**config.mk**
```make
export PLATFORM = sky130hd
export DESIGN_NAME = spi_frame_dispatch_with_idle_jiggle
export DESIGN_NICKNAME = d
export VERILOG_FILES = /design/src/rtl/core/sfd_pkg.sv /design/src/rtl/core/sfd_ctrl.sv /design/src/rtl/core/sfd_datapath.sv /design/src/rtl/core/spi_frame_dispatch_with_idle_jiggle.sv
export SDC_FILE = /design/constraint.sdc
export NUM_CORES = 1
export LEC_CHECK = 0
export ABC_CLOCK_PERIOD_IN_PS = 3600
export BUFFER_PORTS_ARGS = -buffer_cell sky130_fd_sc_hd__buf_2
export CAP_MARGIN = 25
export CORE_MARGIN = 3
export CORE_UTILIZATION = 40
export CTS_CLUSTER_SIZE = 28
export DETAILED_ROUTE_END_ITERATION = 16
export PLACE_DENSITY_LB_ADDON = 0.12
export SYNTH_ARGS = -nofsm -noshare
export SYNTH_HDL_FRONTEND = slang
export SYNTH_SLANG_ARGS = --single-unit
```
**constraint.sdc**
```tcl
create_clock -name clk_i -period 3.6 [get_ports clk_i]
set_input_delay 0.72 -clock clk_i [delete_from_list [all_inputs] [get_ports clk_i]]
set_output_delay 0.72 -clock clk_i [all_outputs]
set_load 0.02 [all_outputs]
```
**src/rtl/core/sfd_pkg.sv**
```systemverilog
// shared types and constants for the spi frame dispatcher
// used by sfd_ctrl, sfd_datapath and the top level; no dependencies
package sfd_pkg;

  localparam int unsigned FrameBytesDef = 32;
  localparam int unsigned MaxPayload    = 30;
  localparam int unsigned FirstPayload  = 2;
  localparam int unsigned MinLen        = 3;

  localparam logic [31:0] IdleIntervalRst = 32'd50000;
  localparam logic [7:0]  JiggleKeyRst    = 8'h47;

  typedef enum logic [1:0] {
    CmdSpi    = 2'd0,
    CmdSelect = 2'd1,
    CmdTick   = 2'd2,
    CmdRsvd   = 2'd3
  } cmd_e;

  typedef enum logic [2:0] {
    KindKbd     = 3'd0,
    KindMouse   = 3'd1,
    KindPress   = 3'd2,
    KindRelease = 3'd3,
    KindReply   = 3'd4
  } kind_e;

  typedef enum logic {
    CfgIdleInterval = 1'b0,
    CfgJiggleKey    = 1'b1
  } cfg_idx_e;

  // where the byte of an emitted result comes from
  typedef enum logic [1:0] {
    SrcKey  = 2'd0,
    SrcZero = 2'd1,
    SrcLed  = 2'd2,
    SrcMem  = 2'd3
  } src_e;

  typedef enum logic [2:0] {
    StIdle   = 3'd0,
    StJigChk = 3'd1,
    StJig    = 3'd2,
    StReply  = 3'd3,
    StHdr0   = 3'd4,
    StHdr1   = 3'd5,
    StType   = 3'd6,
    StPay    = 3'd7
  } state_e;

  typedef struct packed {
    logic [1:0] cmd;
    logic       first_of_transfer;
    logic       byte_present;
    logic [7:0] rx_byte;
    logic       select_level;
    logic [7:0] led_state;
  } in_item_t;

  typedef struct packed {
    logic [2:0] kind;
    logic [7:0] out_byte;
    logic       last;
  } out_item_t;

  typedef struct packed {
    logic  accept;
    logic  clear_ms;
    logic  rd_start;
    logic  rd_next;
    logic  hdr_capture;
    logic  emit;
    kind_e kind;
    src_e  src;
    logic  last;
  } dp_cmd_t;

  typedef struct packed {
    logic sel_rise;
    logic sel_fall;
    logic sel_hold_high;
    logic tick;
    logic jig_due;
    logic hdr_ok;
    logic type_ok;
    logic type_mouse;
    logic slot_free;
    logic pay_end;
  } dp_status_t;

endpackage

```
**src/rtl/core/sfd_ctrl.sv**
```systemverilog
// controller state machine: sequences dispatch reads, jiggle and reply results
// depends on sfd_pkg; drives the datapath only through dp_cmd_t
module sfd_ctrl (
  input  logic                   clk_i,
  input  logic                   rst_ni,
  input  logic                   in_valid_i,
  output logic                   in_stall_o,
  input  sfd_pkg::dp_status_t    st_i,
  output sfd_pkg::dp_cmd_t       cmd_o
);

  sfd_pkg::state_e state_q, state_d;
  logic [1:0]      jig_cnt_q, jig_cnt_d;
  sfd_pkg::kind_e  disp_kind_q, disp_kind_d;

  always_ff @(posedge clk_i or negedge rst_ni) begin
    if (!rst_ni) begin
      state_q     <= sfd_pkg::StIdle;
      jig_cnt_q   <= 2'd0;
      disp_kind_q <= sfd_pkg::KindKbd;
    end else begin
      state_q     <= state_d;
      jig_cnt_q   <= jig_cnt_d;
      disp_kind_q <= disp_kind_d;
    end
  end

  always_comb begin
    state_d           = state_q;
    jig_cnt_d         = jig_cnt_q;
    disp_kind_d       = disp_kind_q;
    in_stall_o        = (state_q != sfd_pkg::StIdle);
    cmd_o             = '0;
    cmd_o.kind        = sfd_pkg::KindKbd;
    cmd_o.src         = sfd_pkg::SrcZero;
    case (state_q)
      sfd_pkg::StIdle: begin
        cmd_o.accept = in_valid_i;
        if (in_valid_i) begin
          if (st_i.sel_rise) begin
            state_d = sfd_pkg::StHdr0;
          end else if (st_i.sel_hold_high || st_i.tick) begin
            state_d = sfd_pkg::StJigChk;
          end else if (st_i.sel_fall) begin
            state_d = sfd_pkg::StReply;
          end
        end
      end
      sfd_pkg::StJigChk: begin
        if (st_i.jig_due) begin
          cmd_o.clear_ms = 1'b1;
          state_d        = sfd_pkg::StJig;
        end else begin
          state_d = sfd_pkg::StIdle;
        end
      end
      sfd_pkg::StJig: begin
        // press, release, press, release
        cmd_o.emit = 1'b1;
        cmd_o.kind = jig_cnt_q[0] ? sfd_pkg::KindRelease : sfd_pkg::KindPress;
        cmd_o.src  = jig_cnt_q[0] ? sfd_pkg::SrcZero : sfd_pkg::SrcKey;
        cmd_o.last = (jig_cnt_q == 2'd3);
        if (st_i.slot_free) begin
          jig_cnt_d = jig_cnt_q + 2'd1;
          if (jig_cnt_q == 2'd3) begin
            state_d = sfd_pkg::StIdle;
          end
        end
      end
      sfd_pkg::StReply: begin
        cmd_o.emit = 1'b1;
        cmd_o.kind = sfd_pkg::KindReply;
        cmd_o.src  = sfd_pkg::SrcLed;
        cmd_o.last = 1'b1;
        if (st_i.slot_free) begin
          state_d = sfd_pkg::StIdle;
        end
      end
      sfd_pkg::StHdr0: begin
        cmd_o.rd_start = 1'b1;
        state_d        = sfd_pkg::StHdr1;
      end
      sfd_pkg::StHdr1: begin
        // length byte is on the read port now
        cmd_o.hdr_capture = 1'b1;
        cmd_o.rd_next     = 1'b1;
        state_d           = sfd_pkg::StType;
      end
      sfd_pkg::StType: begin
        if (st_i.hdr_ok && st_i.type_ok) begin
          disp_kind_d   = st_i.type_mouse ? sfd_pkg::KindMouse : sfd_pkg::KindKbd;
          cmd_o.rd_next = 1'b1;
          state_d       = sfd_pkg::StPay;
        end else begin
          state_d = sfd_pkg::StIdle;
        end
      end
      sfd_pkg::StPay: begin
        cmd_o.emit = 1'b1;
        cmd_o.kind = disp_kind_q;
        cmd_o.src  = sfd_pkg::SrcMem;
        cmd_o.last = st_i.pay_end;
        if (st_i.slot_free) begin
          if (st_i.pay_end) begin
            state_d = sfd_pkg::StIdle;
          end else begin
            cmd_o.rd_next = 1'b1;
          end
        end
      end
      default: begin
        state_d = sfd_pkg::StIdle;
      end
    endcase
  end

  a_jig_cnt_idle: assert property (@(posedge clk_i) disable iff (!rst_ni)
    (state_q != sfd_pkg::StJig) |-> (jig_cnt_q == 2'd0))
    else $error("jiggle counter left nonzero outside the jiggle sequence");

  a_rise_dispatch: assert property (@(posedge clk_i) disable iff (!rst_ni)
    (cmd_o.accept && st_i.sel_rise) |=> (state_q == sfd_pkg::StHdr0))
    else $error("select rise did not start a frame dispatch");

endmodule

```
**src/rtl/core/sfd_datapath.sv**
```systemverilog
// datapath: frame bank memory, offsets, select and millisecond state,
// config registers and the output register; depends on sfd_pkg
module sfd_datapath #(
  parameter int unsigned FrameBytes = sfd_pkg::FrameBytesDef
) (
  input  logic                 clk_i,
  input  logic                 rst_ni,
  input  sfd_pkg::in_item_t    in_item_i,
  input  logic                 cfg_we_i,
  input  logic                 cfg_index_i,
  input  logic [31:0]          cfg_data_i,
  input  sfd_pkg::dp_cmd_t     cmd_i,
  output sfd_pkg::dp_status_t  st_o,
  output logic                 out_valid_o,
  input  logic                 out_stall_i,
  output sfd_pkg::out_item_t   out_item_o
);

  localparam int unsigned AddrW = $clog2(FrameBytes);
  localparam int unsigned LenW  = $clog2(FrameBytes + 1);
  localparam int unsigned Depth = 2 * (2 ** AddrW);
  localparam logic [7:0]  PayEnd = 8'(sfd_pkg::FirstPayload + sfd_pkg::MaxPayload);

  logic [LenW-1:0]  off_q, off_d, off_eff;
  logic             bank_q, bank_d;
  logic             prev_q, prev_d;
  logic [31:0]      ms_q, ms_d;
  logic [31:0]      idle_q;
  logic [7:0]       key_q;
  logic [LenW-1:0]  disp_len_q, disp_len_d;
  logic [7:0]       led_q, led_d;
  logic             hdr_ok_q, hdr_ok_d;
  logic [AddrW-1:0] rd_idx_q, rd_idx_d;
  logic             out_valid_q, out_valid_d;
  sfd_pkg::out_item_t out_q, out_d;

  logic [7:0]       mem_q [Depth];
  logic [Depth-1:0] vld_q;
  logic [7:0]       rd_data_q;
  logic             rd_vld_q;
  logic [7:0]       rd_byte;
  logic             wr_en, rd_en, is_spi, is_sel, load;
  logic [AddrW:0]   wr_addr, rd_addr;
  logic [7:0]       len8, end8, idx_next8;

  assign is_spi  = (in_item_i.cmd == sfd_pkg::CmdSpi);
  assign is_sel  = (in_item_i.cmd == sfd_pkg::CmdSelect);
  assign off_eff = in_item_i.first_of_transfer ? '0 : off_q;
  assign wr_en   = cmd_i.accept && is_spi && in_item_i.byte_present
                   && (off_eff < LenW'(FrameBytes));
  assign wr_addr = {bank_q, off_eff[AddrW-1:0]};
  assign rd_en   = cmd_i.rd_start || cmd_i.rd_next;
  // dispatch reads the bank that was just closed
  assign rd_addr = {~bank_q, rd_idx_d};
  assign rd_byte = rd_vld_q ? rd_data_q : 8'h00;

  assign len8      = {{(8 - LenW){1'b0}}, disp_len_q};
  assign end8      = (len8 < PayEnd) ? len8 : PayEnd;
  assign idx_next8 = {{(8 - AddrW){1'b0}}, rd_idx_q} + 8'd1;

  always_comb begin
    st_o               = '0;
    st_o.sel_rise      = is_sel && in_item_i.select_level && !prev_q;
    st_o.sel_hold_high = is_sel && in_item_i.select_level && prev_q;
    st_o.sel_fall      = is_sel && !in_item_i.select_level && prev_q;
    st_o.tick          = (in_item_i.cmd == sfd_pkg::CmdTick);
    st_o.jig_due       = prev_q && (ms_q > idle_q);
    st_o.hdr_ok        = hdr_ok_q;
    st_o.type_ok       = (rd_byte == 8'd1) || (rd_byte == 8'd2);
    st_o.type_mouse    = (rd_byte == 8'd2);
    st_o.slot_free     = !out_valid_q || !out_stall_i;
    st_o.pay_end       = (idx_next8 == end8);
  end

  assign load = cmd_i.emit && st_o.slot_free;

  always_comb begin
    off_d      = off_q;
    bank_d     = bank_q;
    prev_d     = prev_q;
    ms_d       = ms_q;
    disp_len_d = disp_len_q;
    led_d      = led_q;
    hdr_ok_d   = hdr_ok_q;
    rd_idx_d   = rd_idx_q;
    if (cmd_i.accept) begin
      if (is_spi) begin
        off_d = wr_en ? (off_eff + LenW'(1)) : off_eff;
      end else if (st_o.sel_rise) begin
        // swap banks; the offset carries over
        bank_d     = ~bank_q;
        prev_d     = 1'b1;
        ms_d       = '0;
        disp_len_d = off_q;
      end else if (st_o.sel_fall) begin
        prev_d = 1'b0;
        led_d  = in_item_i.led_state;
      end else if (st_o.tick) begin
        ms_d = ms_q + 32'd1;
      end
    end
    if (cmd_i.clear_ms) begin
      ms_d = '0;
    end
    if (cmd_i.hdr_capture) begin
      hdr_ok_d = (disp_len_q > LenW'(sfd_pkg::MinLen))
                 && (disp_len_q <= LenW'(FrameBytes)) && (rd_byte == len8);
    end
    if (cmd_i.rd_start) begin
      rd_idx_d = '0;
    end else if (cmd_i.rd_next) begin
      rd_idx_d = rd_idx_q + AddrW'(1);
    end
  end

  always_comb begin
    out_d      = out_q;
    out_d.kind = cmd_i.kind;
    out_d.last = cmd_i.last;
    case (cmd_i.src)
      sfd_pkg::SrcKey:  out_d.out_byte = key_q;
      sfd_pkg::SrcZero: out_d.out_byte = 8'h00;
      sfd_pkg::SrcLed:  out_d.out_byte = led_q;
      sfd_pkg::SrcMem:  out_d.out_byte = rd_byte;
      default:          out_d.out_byte = 8'h00;
    endcase
    if (load) begin
      out_valid_d = 1'b1;
    end else begin
      out_valid_d = out_valid_q && out_stall_i;
    end
  end

  always_ff @(posedge clk_i or negedge rst_ni) begin
    if (!rst_ni) begin
      off_q       <= '0;
      bank_q      <= 1'b0;
      prev_q      <= 1'b1;
      ms_q        <= '0;
      idle_q      <= sfd_pkg::IdleIntervalRst;
      key_q       <= sfd_pkg::JiggleKeyRst;
      vld_q       <= '0;
      out_valid_q <= 1'b0;
      rd_idx_q    <= '0;
    end else begin
      off_q       <= off_d;
      bank_q      <= bank_d;
      prev_q      <= prev_d;
      ms_q        <= ms_d;
      out_valid_q <= out_valid_d;
      rd_idx_q    <= rd_idx_d;
      if (wr_en) begin
        vld_q[wr_addr] <= 1'b1;
      end
      if (cfg_we_i) begin
        case (sfd_pkg::cfg_idx_e'(cfg_index_i))
          sfd_pkg::CfgIdleInterval: idle_q <= cfg_data_i;
          sfd_pkg::CfgJiggleKey:    key_q  <= cfg_data_i[7:0];
          default: ;
        endcase
      end
    end
  end

  always_ff @(posedge clk_i) begin
    disp_len_q <= disp_len_d;
    led_q      <= led_d;
    hdr_ok_q   <= hdr_ok_d;
    if (load) begin
      out_q <= out_d;
    end
  end

  // frame bank memory, one write and one registered read port
  always_ff @(posedge clk_i) begin
    if (wr_en) begin
      mem_q[wr_addr] <= in_item_i.rx_byte;
    end
    if (rd_en) begin
      rd_data_q <= mem_q[rd_addr];
      rd_vld_q  <= vld_q[rd_addr];
    end
  end

  assign out_valid_o = out_valid_q;
  assign out_item_o  = out_q;

  a_off_bound: assert property (@(posedge clk_i) disable iff (!rst_ni)
    off_q <= LenW'(FrameBytes))
    else $error("write offset ran past the bank size");

  a_rise_clears: assert property (@(posedge clk_i) disable iff (!rst_ni)
    (cmd_i.accept && st_o.sel_rise) |=> (prev_q && (ms_q == 32'd0)))
    else $error("select rise did not clear the idle counter");

endmodule

```
**src/rtl/core/spi_frame_dispatch_with_idle_jiggle.sv**
```systemverilog
// spi frame receiver with two banks, frame dispatch and idle key jiggle
// top level; depends on sfd_pkg, sfd_ctrl and sfd_datapath
//
// usage: items come in on in_item_i with in_valid_i/in_stall_o, results
// leave on out_item_o with out_valid_o/out_stall_i; a transfer happens when
// valid is high and stall is low. cfg_valid_i/cfg_ready_o write the idle
// interval (index 0) or the jiggle key (index 1); ready is always high.
// sequence: an spi byte or quiet item is taken without stalling the input. a
// select fall moves the controller to the reply state, which stalls the
// input until the output register is free and loads the led byte into it
// as the reply result. a tick or high select sample passes through the
// jiggle check state and, when the jiggle is due, the jiggle state, which
// emits the four key results. a select rise reads the closed bank's length
// and type bytes through the registered memory read port, then emits the
// payload bytes, one byte per cycle while the output does not stall.
// the input stalls while a run of results is in progress; a stalled output
// simply holds the controller in place, nothing is dropped.
// reset clears offsets, bank select, idle counter and per-entry valid bits,
// so unwritten bank entries read as zero; no clearing pass is needed.
module spi_frame_dispatch_with_idle_jiggle #(
  parameter int unsigned FrameBytes = sfd_pkg::FrameBytesDef
) (
  input  logic                clk_i,
  input  logic                rst_ni,
  input  logic                in_valid_i,
  output logic                in_stall_o,
  input  sfd_pkg::in_item_t   in_item_i,
  output logic                out_valid_o,
  input  logic                out_stall_i,
  output sfd_pkg::out_item_t  out_item_o,
  input  logic                cfg_valid_i,
  output logic                cfg_ready_o,
  input  logic                cfg_index_i,
  input  logic [31:0]         cfg_data_i
);

  sfd_pkg::dp_cmd_t    dp_cmd;
  sfd_pkg::dp_status_t dp_st;

  assign cfg_ready_o = 1'b1;

  sfd_ctrl u_ctrl (
    .clk_i      (clk_i),
    .rst_ni     (rst_ni),
    .in_valid_i (in_valid_i),
    .in_stall_o (in_stall_o),
    .st_i       (dp_st),
    .cmd_o      (dp_cmd)
  );

  sfd_datapath #(
    .FrameBytes (FrameBytes)
  ) u_datapath (
    .clk_i       (clk_i),
    .rst_ni      (rst_ni),
    .in_item_i   (in_item_i),
    .cfg_we_i    (cfg_valid_i && cfg_ready_o),
    .cfg_index_i (cfg_index_i),
    .cfg_data_i  (cfg_data_i),
    .cmd_i       (dp_cmd),
    .st_o        (dp_st),
    .out_valid_o (out_valid_o),
    .out_stall_i (out_stall_i),
    .out_item_o  (out_item_o)
  );

endmodule
```
==> impl_metrics.toml <==
[logic_synthesis]
synth_edf_count = 548
synthFlopType = "edfxtp_1"
synth.net_count = 2674
ys_seq_area_frac = 0.655
yosys.area.top_type = "edfxtp_1"
ys_warn_count = 0
ys_seq_elements = 704
async_flop_share = 0.222
synth_area_per_cell_um2 = 12.1
synth.area.top_cells = "edfxtp_1 53%, dfrtp_1 12%, nand2_1 5.6%"
netlist_instances = 2579
synth_area_um2 = 31100
netlist-cell-type-count = 83
synth_top_area_share = 0.529

[die]
die_w_um = 285
fp.dieArea_um2 = 81200
fp.coreArea_um2 = 76500
rows = 101
ios = 74
dieHeight_um = 285
start_util = 0.407

[pwr]
combPwrFrac = 0.399
power_frac_clock = 0.282
switching_share = 0.356
p_sw_mw = 10.5
p_leak_nw = 14.6
powerDensity_nw_per_um2 = 762
seq_power_share = 0.319
p_int_mw = 18.9
peakVddDrop_uv = 371

[placed_design]
numPortBuffers = 72
gp_congestion = 0.896
place_area_um2 = 34600
place_inst = 3786
dp_hpwl_um = 65200

[global_routing]
grt_pass1_wl_um = 151000
grt_pass1_vias = 22700
overflow = 0
grt.total_usage = 0.246
grt_max_degree = 88
antenna_found_initial = 0

[critical_path]
cpMostUsedCell = "buf_12"
worstPathArrival_ns = 3.99
end_kind = "flip-flop"
path_cells = "ha_4 -> buf_4 -> nand3_1 -> xor3_1 -> o211a_1 -> a31o_4 -> buf_12 -> or3b_4 -> a21oi_4 -> buf_12 -> buf_12 -> nand3_1 -> o2111ai_2 -> o2111a_1 -> a211oi_1"
critPathTopFamily = "compound AO/OA/AOI/OAI gates"
startpoint_type = "flip-flop"
critPathMaxFanout = 6
rrSetupSlack_ns = -0.02
cp.required_ns = 3.97
criticalPathCategory = "flip-flop to flip-flop"
critPathMaxStageDelay_ns = 0.43
critical-path-slowest-cell = "dfrtp_2"
cp_num_buf_inv = 4

[clock_network]
htree_num_levels = 3
clock-sinks = 704
clock_latency_ns = 0.64
clockBufferDepth = 3
cts_tree = "built"
clockRootBuffer = "clkbuf_16"
clk_pin_slew_ns = 0.06
numCtsBuffers = 79

[drt]
avgViaCountPerCell = 5.89
detail_route.wl_per_cell_um = 25.6
via_count = 23300
drtIter0Drc = 2384
drc_errors = 0
final_antenna_net_count = 0
wl_um = 101000
drt_pass1_iterations = 5

[layout]
n_antenna_cell = 0
layout.nets = 2962
mostFrequentLayoutCell = "edfxtp_1"
layout_common_cells = "548 x edfxtp_1, 461 x nand2_1, 247 x buf_4"
fin_area_um2 = 38600
area_delta_synth_final_pct = 24.0
n_fill_cell = 6661
post-route-util = 0.505
layout-drive-gt1-share = 0.244
stdcell_count = 3963

[timing]
period_minus_slack_ns = 3.62
setup_ws_ns = -0.0211
max-slew-margin-rel = 0.308
slew_viol_final = 0
finalSetupViolations = 3
tns_ns = -0.0547
tightest_slew_ns = 1.03
rsz0062_at_grt = "yes"
skew_ns = 0.0274
finalCritPeriodShare = 1.01
hold_viol = 0
timing.fmax_ghz = 0.276
holdWs_ns = 0.0862

[outcome]
violations = "negative setup slack"
status = "finished, violations left"

[flow_run]
cap_violations = 0

[worst_hold_path]
min_path_type = "primary input to asynchronous set/reset pin"
-- layer usage --
| metal | global-route usage | vias up | part of all wire |
|---|---|---|---|
| li1 | - | 10400 | - |
| met1 | 0.356 | 11900 | 0.44 |
| met2 | 0.390 | 892 | 0.47 |
| met3 | 0.0313 | 151 | 0.060 |
| met4 | 0.0742 | 0 | 0.031 |
| met5 | 0 | - | 0 |
-- final timing paths --
path	start	cells past startpoint	to
setup reg to reg	u_datapath.rd_idx_q[0]	15	u_datapath.rd_data_q[6]
hold / removal	rst_ni	1	u_datapath.off_q[4]
hold reg to reg	u_datapath.vld_q[40]	1	u_datapath.vld_q[40]
min in group clk_i	in_item_i[6]	1	u_datapath.led_q[6]
setup / recovery	u_datapath.rd_idx_q[0]	15	u_datapath.rd_data_q[6]
max in group asynchronous	rst_ni	2	u_datapath.key_q[6]
-- metrics by stage --
stage | power, mW | worst slack [ns]
2_1_floorplan | 14.7 | 0.307
3_3_place_gp | 19.1 | -0.598
3_5_place_dp | 19.2 | -0.612
4_1_cts | 28.9 | -0.00583
5_1_grt | 30.6 | -0.0690
6_report | 29.4 | -0.0211
-- what timing repair did --
item / in CTS / in global routing
hold buffers: 0 / 0
resized for setup: 128 / 51
buffers inserted: 17 / 6
endpoints found under the setup margin: 9 / 16
pin swaps: 35 / 28
cloned: 8 / 1
-- flip-flops by register name (all words and copies together), names as in the netlist, 2 cells and up --
signal and cells:
u_datapath.rd_data_q 8, u_ctrl.jig_cnt_q 2, u_datapath.idle_q 32, u_datapath.disp_len_q 6
u_datapath.key_q 8, u_datapath.led_q 8, u_datapath.ms_q 32, u_datapath.off_q 6
u_datapath.rd_idx_q 5, u_datapath.out_item_o 12, u_datapath.mem_q 512, u_ctrl.state_q 3
u_datapath.vld_q 64
-- logic make-up (layout without fill, tap and decap cells) --
| group | after synthesis | after routing | synth area share |
|---|---|---|---|
| fa+ha+maj | 36 | 36 | 0.0145 |
| xor+xnor | 13 | 13 | 0.00458 |
| simple gates | 924 | 924 | 0.137 |
| flops | 704 | 704 | 0.655 |
| buf+inv | 221 | 574 | 0.0295 |
| other cells | 1 | 1 | 0.000120 |
| mux | 33 | 33 | 0.0116 |
| compound gates | 647 | 648 | 0.148 |
-- synth_stat cells (12+ instances only) --
cell / number
and3_1: 28
clkbuf_1: 116
nand3_1: 98
o2bb2ai_1: 17
nor4_1: 21
a211oi_1: 26
a22oi_1: 21
a221o_1: 19
o21ai_0: 76
or2_2: 68
mux2i_1: 21
a32oi_1: 18
edfxtp_1: 548
buf_2: 43
dfrtp_1: 145
o21a_1: 12
a21o_1: 12
nor2_1: 132
a31oi_1: 34
a21oi_1: 164
or4_1: 20
o22ai_1: 14
ha_1: 36
inv_1: 45
a221oi_1: 151
o31ai_1: 20
nand4_1: 19
nand2_1: 462
-- cell type report --
cell class | instances | area, um^2 | area share
clock inverter | 36 | 399 | 0.0103
tap | 1030 | 1290 | 0.0334
inverter | 49 | 213 | 0.00551
sequential | 704 | 20400 | 0.528
multi-input combinational | 1655 | 10600 | 0.275
clock buffer | 111 | 2250 | 0.0583
timing repair buffer | 378 | 3440 | 0.0892
-- power by group through the flow --
stage	Clock, mW	Combinational (mW)	Sequential, mW
2_1_floorplan	0	5.19	9.53
3_3_place_gp	0	9.53	9.53
3_5_place_dp	0	9.62	9.54
4_1_cts	8.44	11.1	9.38
5_1_grt	8.79	12.4	9.41
6_report	8.29	11.7	9.39
(Power assumes the default switching activity.)
